**config.mk**
```make
export PLATFORM = sky130hd
export DESIGN_NAME = rle_byte_compressor
export DESIGN_NICKNAME = d
export VERILOG_FILES = /design/src/sv/rbc_pkg.sv /design/src/sv/rle_byte_compressor.sv /design/src/sv/rbc_ram.sv /design/src/sv/rbc_dpath.sv /design/src/sv/rbc_ctrl.sv
export SDC_FILE = /design/constraint.sdc
export NUM_CORES = 1
export LEC_CHECK = 0
export BUFFER_PORTS_ARGS = -buffer_cell sky130_fd_sc_hd__buf_4
export CORE_AREA = 8 8 122 236
export CTS_CLUSTER_DIAMETER = 50
export DETAILED_ROUTE_END_ITERATION = 16
export DIE_AREA = 0 0 130 244
export PLACE_DENSITY = 0.82
export SLEW_MARGIN = 0
export SYNTH_ARGS = -nofsm -noshare
export SYNTH_HDL_FRONTEND = slang
export SYNTH_SLANG_ARGS = --single-unit
export TNS_END_PERCENT = 30
```
**constraint.sdc**
```tcl
create_clock -name clk -period 2.64 [get_ports clk]
set_clock_uncertainty 0.05 [all_clocks]
set_input_delay 0.396 -clock clk [delete_from_list [all_inputs] [get_ports clk]]
set_output_delay 0.396 -clock clk [all_outputs]
set_load 0.05 [all_outputs]
```
**src/sv/rbc_pkg.sv**
```systemverilog
// rbc_pkg: shared types and constants for the run-length byte compressor.
// Used by rbc_ctrl, rbc_dpath and rle_byte_compressor; depends on nothing.
`timescale 1ns / 1ps

package rbc_pkg;

  localparam int BYTE_W          = 8;
  localparam int RC_W            = 8;    // repeat count, holds up to 128
  localparam int MAX_LITERAL_DEF = 32;
  localparam int MAX_REPEAT_DEF  = 128;

  typedef enum logic [2:0] {
    S_IDLE,
    S_EVAL,
    S_EOS_CHK,
    S_LIT_HDR,
    S_LIT_DATA,
    S_RUN_HDR,
    S_RUN_BYTE
  } state_t;

  typedef enum logic [1:0] {
    SEL_LIT_HDR,
    SEL_RUN_HDR,
    SEL_LIT_DATA,
    SEL_HELD
  } emit_sel_t;

  typedef struct packed {
    logic      latch_in;     // capture the accepted input beat
    logic      first_load;   // nothing held: start with this byte
    logic      set_rc2;      // pair met: run of two
    logic      inc_rc;
    logic      push;         // append held byte to literal buffer
    logic      load_new;     // held <= input byte, count 1
    logic      clear_all;    // end of stream: back to idle
    logic      lit_advance;  // next literal read address
    logic      lit_done;     // literal buffer drained
    logic      emit;
    emit_sel_t emit_sel;
    logic      emit_last;
  } ctrl_cmd_t;

  typedef struct packed {
    logic have_held;
    logic eq;          // input byte equals held byte
    logic rc_is1;
    logic rc_ge2;
    logic rc_at_max;
    logic lit_nz;
    logic lit_will_fill;
    logic lit_last;    // read pointer on last pending literal
    logic eos;
    logic out_free;
  } ctrl_status_t;

endpackage

```
**src/sv/rle_byte_compressor.sv**
```systemverilog
// rle_byte_compressor: top level of the PackBits-style byte compressor.
// Depends on rbc_pkg, rbc_ctrl, rbc_dpath (which holds rbc_ram).
//
//   channel | direction | handshake           | payload
//   input   | in        | in_valid/in_ready   | data_in[7:0], end_of_stream
//   output  | out       | out_valid/out_ready | code_byte[7:0], is_header, last_of_run
//
// One input beat at a time: S_EVAL handles each byte, then every result byte
// is emitted in turn, and end_of_stream adds an S_EOS_CHK step that drains state.
// The controller's sequencing of one emission per cycle into the single
// output register sets the rate; a stalled output holds the sequence.
// The next input beat is taken while the last result still waits in the
// output register. Reset (rst, synchronous) clears all control state.
`timescale 1ns / 1ps

module rle_byte_compressor #(
  parameter int MAX_LITERAL = rbc_pkg::MAX_LITERAL_DEF,
  parameter int MAX_REPEAT  = rbc_pkg::MAX_REPEAT_DEF
) (
  input  logic                       clk,
  input  logic                       rst,
  input  logic                       in_valid,
  output logic                       in_ready,
  input  logic [rbc_pkg::BYTE_W-1:0] data_in,
  input  logic                       end_of_stream,
  output logic                       out_valid,
  input  logic                       out_ready,
  output logic [rbc_pkg::BYTE_W-1:0] code_byte,
  output logic                       is_header,
  output logic                       last_of_run
);

  rbc_pkg::ctrl_cmd_t    cmd;
  rbc_pkg::ctrl_status_t status;

  rbc_ctrl u_ctrl (
    .clk     (clk),
    .rst     (rst),
    .in_valid(in_valid),
    .in_ready(in_ready),
    .status  (status),
    .cmd     (cmd)
  );

  rbc_dpath #(
    .MAX_LITERAL(MAX_LITERAL),
    .MAX_REPEAT (MAX_REPEAT)
  ) u_dpath (
    .clk          (clk),
    .rst          (rst),
    .data_in      (data_in),
    .end_of_stream(end_of_stream),
    .cmd          (cmd),
    .status       (status),
    .out_valid    (out_valid),
    .out_ready    (out_ready),
    .code_byte    (code_byte),
    .is_header    (is_header),
    .last_of_run  (last_of_run)
  );

endmodule

```
**src/sv/rbc_ram.sv**
```systemverilog
// rbc_ram: generic single-write, single-read RAM with registered read data.
// Standalone; no package dependency.
`timescale 1ns / 1ps

module rbc_ram #(
  parameter int WIDTH = 8,
  parameter int DEPTH = 32,
  localparam int AW = (DEPTH > 1) ? $clog2(DEPTH) : 1
) (
  input  logic             clk,
  input  logic             we,
  input  logic [AW-1:0]    waddr,
  input  logic [WIDTH-1:0] wdata,
  input  logic [AW-1:0]    raddr,
  output logic [WIDTH-1:0] rdata
);

  logic [WIDTH-1:0] mem [DEPTH];

  always_ff @(posedge clk) begin
    if (we) begin
      mem[waddr] <= wdata;
    end
    rdata <= mem[raddr];
  end

endmodule

```
**src/sv/rbc_dpath.sv**
```systemverilog
// rbc_dpath: datapath of the compressor: held byte, repeat count, literal
// buffer (rbc_ram) and the output register. Depends on rbc_pkg, rbc_ram.
`timescale 1ns / 1ps

module rbc_dpath #(
  parameter int MAX_LITERAL = rbc_pkg::MAX_LITERAL_DEF,
  parameter int MAX_REPEAT  = rbc_pkg::MAX_REPEAT_DEF
) (
  input  logic                      clk,
  input  logic                      rst,
  input  logic [rbc_pkg::BYTE_W-1:0] data_in,
  input  logic                      end_of_stream,
  input  rbc_pkg::ctrl_cmd_t        cmd,
  output rbc_pkg::ctrl_status_t     status,
  output logic                      out_valid,
  input  logic                      out_ready,
  output logic [rbc_pkg::BYTE_W-1:0] code_byte,
  output logic                      is_header,
  output logic                      last_of_run
);

  localparam int AW = (MAX_LITERAL > 1) ? $clog2(MAX_LITERAL) : 1;
  localparam int CW = $clog2(MAX_LITERAL + 1);
  localparam int BW = rbc_pkg::BYTE_W;
  localparam int RW = rbc_pkg::RC_W;

  logic [BW-1:0] din;
  logic          eos;
  logic [BW-1:0] held, held_next;
  logic          have_held, have_held_next;
  logic [RW-1:0] rc, rc_next;
  logic [CW-1:0] lit_count, lit_count_next;
  logic [AW-1:0] idx, idx_next;
  logic [BW-1:0] lit_rdata;
  logic [RW-1:0] rc_m1;
  logic [BW-1:0] emit_byte;
  logic          emit_hdr;

  rbc_ram #(
    .WIDTH(BW),
    .DEPTH(MAX_LITERAL)
  ) u_lit_ram (
    .clk  (clk),
    .we   (cmd.push),
    .waddr(lit_count[AW-1:0]),
    .wdata(held),
    .raddr(idx_next),
    .rdata(lit_rdata)
  );

  always_comb begin
    held_next      = held;
    have_held_next = have_held;
    rc_next        = rc;
    lit_count_next = lit_count;
    idx_next       = idx;
    if (cmd.first_load) begin
      held_next      = din;
      rc_next        = RW'(1);
      have_held_next = 1'b1;
    end
    if (cmd.set_rc2) begin
      rc_next = RW'(2);
    end
    if (cmd.inc_rc) begin
      rc_next = rc + RW'(1);
    end
    if (cmd.push) begin
      lit_count_next = lit_count + CW'(1);
    end
    if (cmd.load_new) begin
      held_next = din;
      rc_next   = RW'(1);
    end
    if (cmd.clear_all) begin
      held_next      = '0;
      have_held_next = 1'b0;
      rc_next        = '0;
    end
    if (cmd.lit_advance) begin
      idx_next = idx + AW'(1);
    end
    if (cmd.lit_done) begin
      idx_next       = '0;
      lit_count_next = '0;
    end
  end

  assign rc_m1 = rc - RW'(1);

  always_comb begin
    case (cmd.emit_sel)
      rbc_pkg::SEL_LIT_HDR: begin
        emit_byte = BW'(lit_count) - BW'(1);
        emit_hdr  = 1'b1;
      end
      rbc_pkg::SEL_RUN_HDR: begin
        emit_byte = {1'b1, rc_m1[6:0]};
        emit_hdr  = 1'b1;
      end
      rbc_pkg::SEL_LIT_DATA: begin
        emit_byte = lit_rdata;
        emit_hdr  = 1'b0;
      end
      default: begin
        emit_byte = held;
        emit_hdr  = 1'b0;
      end
    endcase
  end

  always_ff @(posedge clk) begin
    if (cmd.latch_in) begin
      din <= data_in;
      eos <= end_of_stream;
    end
    if (cmd.emit) begin
      code_byte   <= emit_byte;
      is_header   <= emit_hdr;
      last_of_run <= cmd.emit_last;
    end
  end

  always_ff @(posedge clk) begin
    if (rst) begin
      held      <= '0;
      have_held <= 1'b0;
      rc        <= '0;
      lit_count <= '0;
      idx       <= '0;
      out_valid <= 1'b0;
    end else begin
      held      <= held_next;
      have_held <= have_held_next;
      rc        <= rc_next;
      lit_count <= lit_count_next;
      idx       <= idx_next;
      if (cmd.emit) begin
        out_valid <= 1'b1;
      end else if (out_ready) begin
        out_valid <= 1'b0;
      end
    end
  end

  always_comb begin
    status.have_held     = have_held;
    status.eq            = (din == held);
    status.rc_is1        = (rc == RW'(1));
    status.rc_ge2        = (rc >= RW'(2));
    status.rc_at_max     = (rc >= RW'(MAX_REPEAT));
    status.lit_nz        = (lit_count != '0);
    status.lit_will_fill = (lit_count == CW'(MAX_LITERAL - 1));
    status.lit_last      = ((CW'(idx) + CW'(1)) == lit_count);
    status.eos           = eos;
    status.out_free      = !out_valid || out_ready;
  end

  a_lit_bound: assert property (@(posedge clk) disable iff (rst)
    lit_count <= CW'(MAX_LITERAL))
    else $error("literal count beyond buffer depth");

  a_no_overwrite: assert property (@(posedge clk) disable iff (rst)
    cmd.emit |-> (!out_valid || out_ready))
    else $error("result register overwritten before taken");

  a_held_count: assert property (@(posedge clk) disable iff (rst)
    have_held == (rc != '0))
    else $error("held flag and repeat count disagree");

  a_push_room: assert property (@(posedge clk) disable iff (rst)
    cmd.push |-> (lit_count < CW'(MAX_LITERAL)))
    else $error("push into full literal buffer");

endmodule

```
**src/sv/rbc_ctrl.sv**
```systemverilog
// rbc_ctrl: controller state machine; sequences input beats, literal and
// run flushes, and the end-of-stream drain. Depends on rbc_pkg.
`timescale 1ns / 1ps

module rbc_ctrl (
  input  logic                  clk,
  input  logic                  rst,
  input  logic                  in_valid,
  output logic                  in_ready,
  input  rbc_pkg::ctrl_status_t status,
  output rbc_pkg::ctrl_cmd_t    cmd
);

  rbc_pkg::state_t state, state_next;
  logic            eos_phase, eos_phase_next;
  rbc_pkg::state_t after_main;

  always_ff @(posedge clk) begin
    if (rst) begin
      state     <= rbc_pkg::S_IDLE;
      eos_phase <= 1'b0;
    end else begin
      state     <= state_next;
      eos_phase <= eos_phase_next;
    end
  end

  // once the byte itself is handled, only end of stream has more to do
  assign after_main = status.eos ? rbc_pkg::S_EOS_CHK : rbc_pkg::S_IDLE;

  always_comb begin
    state_next     = state;
    eos_phase_next = eos_phase;
    in_ready       = 1'b0;
    cmd            = '0;
    cmd.emit_sel   = rbc_pkg::SEL_HELD;
    case (state)
      rbc_pkg::S_IDLE: begin
        // no beat is taken while reset is held
        in_ready = !rst;
        if (in_valid && !rst) begin
          cmd.latch_in   = 1'b1;
          eos_phase_next = 1'b0;
          state_next     = rbc_pkg::S_EVAL;
        end
      end
      rbc_pkg::S_EVAL: begin
        if (!status.have_held) begin
          cmd.first_load = 1'b1;
          state_next     = after_main;
        end else if (status.eq) begin
          if (status.rc_is1) begin
            cmd.set_rc2 = 1'b1;
            state_next  = status.lit_nz ? rbc_pkg::S_LIT_HDR : after_main;
          end else if (!status.rc_at_max) begin
            cmd.inc_rc = 1'b1;
            state_next = after_main;
          end else begin
            state_next = rbc_pkg::S_RUN_HDR;
          end
        end else if (status.rc_ge2) begin
          state_next = rbc_pkg::S_RUN_HDR;
        end else begin
          cmd.push     = 1'b1;
          cmd.load_new = 1'b1;
          state_next   = status.lit_will_fill ? rbc_pkg::S_LIT_HDR : after_main;
        end
      end
      rbc_pkg::S_EOS_CHK: begin
        eos_phase_next = 1'b1;
        if (status.rc_is1) begin
          cmd.push   = 1'b1;
          state_next = rbc_pkg::S_LIT_HDR;
        end else begin
          state_next = status.lit_nz ? rbc_pkg::S_LIT_HDR : rbc_pkg::S_RUN_HDR;
        end
      end
      rbc_pkg::S_LIT_HDR: begin
        if (status.out_free) begin
          cmd.emit     = 1'b1;
          cmd.emit_sel = rbc_pkg::SEL_LIT_HDR;
          state_next   = rbc_pkg::S_LIT_DATA;
        end
      end
      rbc_pkg::S_LIT_DATA: begin
        if (status.out_free) begin
          cmd.emit     = 1'b1;
          cmd.emit_sel = rbc_pkg::SEL_LIT_DATA;
          if (status.lit_last) begin
            cmd.lit_done  = 1'b1;
            cmd.emit_last = eos_phase ? !status.rc_ge2 : !status.eos;
            if (!eos_phase) begin
              state_next = after_main;
            end else if (status.rc_ge2) begin
              state_next = rbc_pkg::S_RUN_HDR;
            end else begin
              cmd.clear_all = 1'b1;
              state_next    = rbc_pkg::S_IDLE;
            end
          end else begin
            cmd.lit_advance = 1'b1;
          end
        end
      end
      rbc_pkg::S_RUN_HDR: begin
        if (status.out_free) begin
          cmd.emit     = 1'b1;
          cmd.emit_sel = rbc_pkg::SEL_RUN_HDR;
          state_next   = rbc_pkg::S_RUN_BYTE;
        end
      end
      rbc_pkg::S_RUN_BYTE: begin
        if (status.out_free) begin
          cmd.emit     = 1'b1;
          cmd.emit_sel = rbc_pkg::SEL_HELD;
          if (eos_phase) begin
            cmd.emit_last = 1'b1;
            cmd.clear_all = 1'b1;
            state_next    = rbc_pkg::S_IDLE;
          end else begin
            cmd.emit_last = !status.eos;
            cmd.load_new  = 1'b1;
            state_next    = after_main;
          end
        end
      end
      default: begin
        state_next = rbc_pkg::S_IDLE;
      end
    endcase
  end

  // a run only starts after pending literals went out
  a_run_no_lits: assert property (@(posedge clk) disable iff (rst)
    (state == rbc_pkg::S_IDLE) |-> !(status.rc_ge2 && status.lit_nz))
    else $error("run open with literals pending");

  a_accept_eval: assert property (@(posedge clk) disable iff (rst)
    (in_valid && in_ready) |=> (state == rbc_pkg::S_EVAL))
    else $error("accepted beat not evaluated");

  a_drain_done: assert property (@(posedge clk) disable iff (rst)
    (state == rbc_pkg::S_IDLE && eos_phase) |-> !status.have_held)
    else $error("state left after end of stream");

endmodule

```
### Word level (Yosys, flattened, before mapping)

Memory sizes are Yosys's and may differ from the RTL's. A register that Yosys moved wholly into a read port is not among the register bits.
Cells that the tools add are included.

* register bits: 52
* RAM bits: 256
* input bits: 13
* output and inout port bits: 12
* word-level logic and storage cells: 130
* memories: 1

* $add $sub $neg: 6
* magnitude comparators: 2
* equal/unequal tests: 18
* multiplexer cells: 69
* reduce and logical (&&, ||, !) cells: 20

Memory list
* u_dpath.u_lit_ram.mem: depth 32, width 8, rd ports 1, clocked after Yosys merged registers in 1, wr ports 1, line rbc_ram.sv:18 `logic [WIDTH-1:0] mem [DEPTH];`

Operators with widths (number)
* $mux 3: 21
* $mux 8: 5
* $mux 1: 24
* $pmux 8 s3: 1
* $pmux 3 s7: 1
* $mux 2: 6
* $pmux 3 s4: 1
* $mux 5: 2
* $ne 2x2->1 const B: 5
* $pmux 1 s2: 5
* $eq 3x3->1 const B: 3
* $add 8x1->8 const B: 1
* $eq 8x1->1 const B: 1
* $eq 8x8->1: 1
* $ge 8x2->1 const B: 1
* $ge 8x8->1 const B: 1
* $mux 4: 2
* $mux 7: 1
* $sub 6x1->7 const B: 1
* $sub 7x1->7 const B: 1
* $add 5x1->6 const B: 1
* $add 6x1->6 const B: 1
* $eq 3x2->1 const B: 2
* $eq 6x5->1 const B: 1
* other kinds (19): 26

### Logic depth before layout (Yosys ltp)

Gate-level depths: netlist (run 1).

* depth after elaboration: 10
* mapped depth: 13
* mapped depth without buffers: 10

### Cells and area by module

Synthesis (run 1) repeated with hierarchy kept, for this count alone.

* cell total of the unflattened synthesis: 759
* area total of the unflattened synthesis: 13165.1 µm²

By module, submodules not included
* rbc_ram: instances 1, cells an instance 417, area each 10053.4 µm², seq. area each 7847.5 µm²
* rbc_dpath: instances 1, cells an instance 250, area each 2494.9 µm², seq. area each 1151.1 µm²
* rbc_ctrl: instances 1, cells an instance 92, area each 616.8 µm², seq. area each 80.1 µm²

### Least setup slack after synthesis (run 1)

Ideal clock, no wire load.

* path type: register -> register
* start: register u_ctrl.state[0]
* end: register u_dpath.din[0] (enable)
* setup time: 338 ps
* arrival: 2680 ps
* data required time: 2252 ps
* slack: -428 ps
* stages on the path, launching flop included: 5
* path buffers: 2
* period minus slack after synthesis: 3068 ps
* path through: dfxtp_1 -> buf_2 -> buf_1 -> nor4_1 -> and2_1

RTL lines
* start, declared: line rbc_ctrl.sv:14 `rbc_pkg::state_t state, state_next;`
* start signal, assigned: line rbc_ctrl.sv:20 `state <= rbc_pkg::S_IDLE;`
* start signal, assigned: line rbc_ctrl.sv:23 `state <= state_next;`
* end signal, assigned: line rbc_dpath.sv:114 `din <= data_in;`
* end, declared: line rbc_dpath.sv:27 `logic [BW-1:0] din;`

### Worst setup path in the final report (run 1)

* start: register u_dpath.idx[0]
* end: register u_dpath.u_lit_ram.rdata[0], read port of u_dpath.u_lit_ram.mem

* cells in the longest elaborated chain, start to end: 7
* elaborated cells between the ends (all ways): 9
* classes of those cells: add/sub (2); eq/ne (1); mux (6)

RTL lines
* start, declared: line rbc_dpath.sv:33 `logic [AW-1:0] idx, idx_next;`
* start signal, assigned: line rbc_dpath.sv:137 `idx <= idx_next;`
* $add 5x1->6: line rbc_dpath.sv:154 `status.lit_last = ((CW'(idx) + CW'(1)) == lit_count);`
* $eq 6x6->1: line rbc_dpath.sv:154
* $mux 1: line rbc_ctrl.sv:89 `if (status.lit_last) begin`
* $mux 7: line rbc_ctrl.sv:86 `if (status.out_free) begin`
* $mux 2: line rbc_ctrl.sv:37 `case (state)`
* $mux 5: line rbc_dpath.sv:80 `if (cmd.lit_advance) begin`
* $mux 5 *: line rbc_dpath.sv:83 `if (cmd.lit_done) begin`
* end, declared: line rbc_ram.sv:15 `output logic [WIDTH-1:0] rdata`

Mark *: on every way between the ends. The rest lies on a longest branch, timed or not.
A chain may end at the register's enable or synchronous reset.

==> impl_metrics.toml, run 1 <==
[detailed_routing]
vias = 12300
ant_nets = 0
via_per_inst = 7.18
drtIter0Drc = 1767
wl_per_cell_um = 31.4
drt_wl_total_um = 53800
drc = 0
drtPass1Iterations = 6

[floorplanning]
pin_count = 25
rows = 83
dieWidth_um = 130
die_y_um = 244
dieArea_um2 = 31700
initial_core_util_pct = 55.2
core_um2 = 25700

[power]
power.leakage_nw = 6.36
powerDensity_nw_per_um2 = 607
power.total_mw = 11.1
peakVddDrop_uv = 823

[status]
outcome = "finished, violations left"
violations = "negative setup slack"

[final_layout]
syn2layout_area_growth_pct = 29.4
num_antenna_cells = 0
seqCellArea_um2 = 9090
nets = 1377
drive_gt1_share_pct = 32.1
fin_cells = 1712
nFillCells = 1408
multi_input_area_um2 = 5290

[sta]
finalHoldViolCount = 0
drv_slew = 0
fin_ws_ns = -0.895
whs_ns = 0.135
setup_viol = 164
tightest_slew_ns = 0.689
post-route-min-period_ns = 3.53
max_freq_ghz = 0.283
rsz0062_at_grt = "yes"
timing.slew.headroom_pct = 53.6
period_share_pct = 134

[synthesis]
yosys_warnings = 0
yosysTopAreaCell = "edfxtp_1"
synth_top_cell_area_share_pct = 58.3
ys_ff_latch = 316
syn_area_per_cell_um2 = 12.4
synth-edff-count = 275
synth_area_um2 = 14200
yosysUniqueCellTypes = 75
synth_area_leaders = "edfxtp_1, dfxtp_1, o211ai_1"
synth-main-ff-cell = "edfxtp_1"
synthMostInstantiatedCell = "edfxtp_1"
syn-instance-count = 1141
synth_nets = 1164
ys_seq_area_share_pct = 64.1
async_reset_ff_share_pct = 0
synthTopCellsByCount = "edfxtp_1, nor2_1, o211ai_1, o21ai_0, o22ai_1"

[setup_path]
crit_top_cell = "buf_12"
critPathKind = "reg2reg"
max_stage_delay_ns = 0.55
critPathArrivalTime_ns = 3.91
cp_cell_sequence = "buf_4 > xnor2_1 > a211oi_2 > o21a_2 > nand3_2 > and2_4 > buf_12 > buf_12 > o21ai_0 > nor2_1 > o31ai_4 > nor4_2"
critPathBufInv = 3
slowest_stage = "o21ai_0"
critPathMaxFanout = 14
critPathTopFamily = "compound AO/OA/AOI/OAI gates"
critPathCaptureType = "flop"
startpoint_type = "flop"
worstPathRequired_ns = 3.01

[grt]
antenna_found_initial = 0
grt_pass1_wl_um = 73900
grt_use_total_pct = 31.9
gr-total-overflow = 0
grt_max_degree = 35
grt_pass1_vias = 12100

[clocking]
clk_latency_ns = 0.55
cts_tree = "built"
htree_levels = 1
root_buffer = "clkbuf_16"
cts_buffers = 25
path_clk_slew_ns = 0.07
cts.sinks = 316
clockBufferDepth = 3

[placement]
gp_congestion = 0.998
placedCellCount = 1622
dp.final_hpwl_um = 30000
port_buffers = 24

[worst_hold_path]
hold_path_class = "in2reg"

[run]
cap_viol_max_count = 0
## flip-flops by register name, summed over array words and instances, names as in the netlist
| name | cells |
|---|---|
| u_dpath.u_lit_ram.mem | 256 |
| u_dpath.code_byte | 8 |
| u_dpath.din | 8 |
| u_dpath.held | 8 |
| u_dpath.rc | 8 |
| u_dpath.u_lit_ram.rdata | 8 |
| u_dpath.lit_count | 6 |
| u_dpath.idx | 5 |
| u_ctrl.state | 3 |
| u_ctrl.eos_phase | 1 |
| u_dpath.eos | 1 |
| u_dpath.have_held | 1 |
| u_dpath.is_header | 1 |
| u_dpath.last_of_run | 1 |
| u_dpath.out_valid | 1 |
## cell families (layout without fill, tap and decap cells)
group           count (synthesis)  in the layout  share of synthesized area, %
compound gates                365            365                          17.8
simple gates                  321            323                          11.4
flops                         316            316                          64.1
buf+inv                        88            317                          3.13
xor+xnor                       30             30                          1.86
mux                            11             11                         0.778
fa+ha+maj                      10             10                         0.884
## final timing paths
check                                    start                          to  slack (ns)  depth (start not counted)
worst max-delay path            u_dpath.idx[0]  u_dpath.u_lit_ram.rdata[0]       -0.89                         12
worst min-delay path                       rst             u_ctrl.state[2]        0.14                          2
worst max register to register  u_dpath.idx[0]  u_dpath.u_lit_ram.rdata[0]       -0.89                         12
worst min register to register   u_dpath.rc[7]               u_dpath.rc[7]        0.50                          2
## per-stage QoR
stage | setup WS, ns | util, % | TNS [ns] | cell area [um^2]
2_1_floorplan | -0.0157 | - | -2.18 | 14200
3_3_place_gp | -0.626 | 62.4 | -3.97 | 16000
3_5_place_dp | -0.714 | 62.4 | -4.88 | 16000
4_1_cts | -0.146 | 69.7 | -0.984 | 17900
5_1_grt | -0.855 | 71.4 | -28.09 | 18300
6_report | -0.895 | 71.4 | -11.51 | 18300
## timing repair
action / 4_1_cts / 5_1_grt
setup buffers: 24 / 12
setup endpoints to repair: 47 / 267
resized for setup: 123 / 95
gates cloned: 8 / 1
endpoints found under the hold margin: 9 / 0
pin swaps: 56 / 27
hold buffers: 9 / 0
## layout by cell type (no fill, tap or decap), types with 32 or more instances in the layout
master and n:
o21ai_1 34, o22ai_1 53, nor2_1 119, buf_4 184, edfxtp_1 275, o211ai_1 73, o221ai_1 34, o21ai_0 51
nand2_1 32, buf_6 36, dfxtp_1 36
## report_power, final
group	internal, mW	switching [mW]
combinational	0.466	0.838
sequential	5.65	0.123
clock	2.24	1.81
## cell type report
type / instances / area share, %
sequential: 316 / 49.6
tap: 340 / 2.32
timing repair buffer: 265 / 14.4
clock inverter: 17 / 1.21
clock buffer: 28 / 3.48
multi-input combinational: 739 / 28.9
inverter: 7 / 0.143
## routing by layer
metal | vias to the layer above | part of all wire [%] | global-route usage (%)
met5 | - | 0 | 0
li1 | 4913 | - | -
met4 | 0 | 11 | 26.5
met2 | 1173 | 50 | 55.9
met1 | 5813 | 28 | 31.7
met3 | 396 | 11 | 6.04
No activity file was read; power rests on OpenSTA's default activity.
==> run 2: changes to the inputs <==
SETUP_SLACK_MARGIN = 0.2   (was unset)
==> impl_metrics.toml, run 2 (synthesis results as in run 1) <==
[power]
p_sw_share_pct = 26.3
peakVddDrop_uv = 812
power.leakage_nw = 6.45
internal-power_mw = 8.29
combPwrFrac_pct = 13.0
switchingPower_mw = 2.96
clkPwrFrac_pct = 35.5
power_frac_seq_pct = 51.5
powerDensity_nw_per_um2 = 601

[worst_hold_path]
whs_endpoint = "u_dpath.idx[0]"
hold_depth = 2
hp-start = "rst"
hold_path_class = "in2reg"

[setup_path]
crit_top_cell = "buf_4"
critPathKind = "reg2reg"
critPathCaptureType = "flop"
critPathBufInv = 3
r2r_start = "u_dpath.idx[0]"
r2r_end = "u_dpath.u_lit_ram.rdata[0]"
cp_cell_sequence = "ha_4 > nand3b_1 > a32oi_4 > buf_4 > o21ai_4 > o211ai_4 > and2_4 > buf_4 > buf_8 > o21ai_0 > nor2_1 > o31ai_4 > nor4_2"
critPathTopFamily = "simple AND/OR/NAND/NOR gates"
critPathMaxFanout = 23
startpoint_type = "flop"
rrSetupSlack_ns = -0.94
reg2reg_depth = 13
max_stage_delay_ns = 0.65
critPathArrivalTime_ns = 3.93
worstPathRequired_ns = 2.99
slowest_stage = "nor4_2"

[clocking]
root_buffer = "clkbuf_16"
cts.sinks = 316
clk_latency_ns = 0.57
cts_buffers = 24
cts_tree = "built"
htree_levels = 1
path_clk_slew_ns = 0.08
clockBufferDepth = 3

[detailed_routing]
routed.top_layer = "met5"
vias = 13100
ant_nets = 0
wl_per_cell_um = 35.9
drtPass1Iterations = 7
drt_wl_total_um = 61700
via_per_inst = 7.63
wirelength_met1_um = 16400
dr_wl_met2_um = 29300
route.met3.wl_um = 8920
drc = 0
drtIter0Drc = 1988

[final_layout]
drive_gt1_share_pct = 34.4
nFillCells = 1275
layout_commonest_cell = "edfxtp_1"
mostFrequentLayoutCells = "edfxtp_1, buf_4, nor2_1"
seqCellArea_um2 = 9100
syn2layout_area_growth_pct = 32.3
post-route-util_pct = 73.1
top_register = "u_dpath.u_lit_ram.mem"
multi_input_area_um2 = 5610
nets = 1382
largest_register_ff_count = 256

[status]
violations = "negative setup slack"
outcome = "finished, violations left"

[grt]
antenna_found_initial = 3
grt_max_degree = 35
grt_pass1_wl_um = 77100
grt_pass1_vias = 12400
gr-total-overflow = 0
grt_use_total_pct = 33.6

[placement]
detailedPlace.worstSlack_ns = -0.616
dp.final_hpwl_um = 29400
gp_congestion = 1.03
port_buffers = 24

[sta]
max_freq_ghz = 0.279
period_share_pct = 136
whs_ns = 0.137
rsz0062_at_grt = "yes"
timing.slew.headroom_pct = 49.9
setup_viol = 10
post-route-min-period_ns = 3.58
drv_slew = 0
tightest_slew_ns = 0.752
fin_ws_ns = -0.940
finalHoldViolCount = 0

[floorplanning]
dieWidth_um = 130
pin_count = 25
die_y_um = 244
rows = 83
core_um2 = 25700
initial_core_util_pct = 55.2
dieArea_um2 = 31700

[run]
cap_viol_max_count = 0
## run 2: cell count changes in the layout (fill, tap and decap cells not counted), moves of 4 or more
cell,before,now
a21oi_2,5,10
nor2_2,15,3
o22ai_1,53,49
buf_6,36,50
a21oi_1,25,21
buf_8,5,14
buf_12,24,19
nor2_1,119,106
nor2_4,10,35
buf_4,184,173
bufbuf_16,2,6
o22ai_2,11,16
buf_16,5,1
## run 2: cell type report
| type | instances | share of cell area, % |
|---|---|---|
| Antenna cell | 1 | 0.0134 |
| Clock buffer | 27 | 3.38 |
| Clock inverter | 17 | 0.948 |
| Inverter | 7 | 0.140 |
| Multi-Input combinational cell | 738 | 29.9 |
| Sequential cell | 316 | 48.5 |
| Tap cell | 340 | 2.27 |
| Timing Repair Buffer | 272 | 14.8 |
## run 2: worst max-delay path by stage
stage                         from                      endpoint  slack, ns  cells past startpoint
finish              u_dpath.idx[0]    u_dpath.u_lit_ram.rdata[0]      -0.94                     13
global route        u_dpath.idx[0]    u_dpath.u_lit_ram.rdata[0]      -0.93                     13
CTS                 u_dpath.idx[0]    u_dpath.u_lit_ram.rdata[7]      -0.17                     14
detailed placement  u_dpath.idx[0]    u_dpath.u_lit_ram.rdata[1]      -0.62                     12
global placement    u_dpath.idx[0]    u_dpath.u_lit_ram.rdata[1]      -0.61                     12
floorplan            u_dpath.rc[2]  u_dpath.u_lit_ram.mem[28][0]      -0.02                      7
## run 2: worst register-to-register path: stages (launching register included)
cell and delay [ns]:
dfxtp_2 0.39, ha_4 0.22, nand3b_1 0.16, a32oi_4 0.27, buf_4 0.17, o21ai_4 0.08, o211ai_4 0.24, and2_4 0.28
buf_4 0.16, buf_8 0.20, o21ai_0 0.15, nor2_1 0.22, o31ai_4 0.17, nor4_2 0.66
## run 2: through the flow
step	area [um^2]	total power [mW]	std cells	setup TNS, ns
final	18700	11.3	1718	-5.54
after detailed placement	16000	6.93	1615	-3.09
after CTS	18200	10.7	1697	-1.11
after floorplan	14200	6.41	1141	-2.18
after global routing	18700	11.4	1718	-6.31
after global placement	16000	6.90	1615	-2.74
## run 2: layer usage
metal,vias to the layer above,GRT usage (%)
li1,4916,-
met1,6108,32.6
met2,1551,56.9
met3,533,9.07
met4,2,29.9
met5,-,0
## run 2: timing repair
item | in CTS | in global routing
endpoints found under the setup margin | 285 | 289
hold buffers | 9 | 0
pin swaps | 81 | 86
resized for setup | 214 | 95
buffers inserted | 21 | 20
endpoints found under the hold margin | 9 | 0
gates cloned | 8 | 0
## run 2: power groups by stage
stage | clock (mW) | combinational [mW] | sequential, mW
finish | 3.99 | 1.46 | 5.80
global route | 4.10 | 1.47 | 5.79
CTS | 3.82 | 1.17 | 5.76
detailed placement | 0 | 1.07 | 5.86
global placement | 0 | 1.04 | 5.86
floorplan | 0 | 0.489 | 5.92
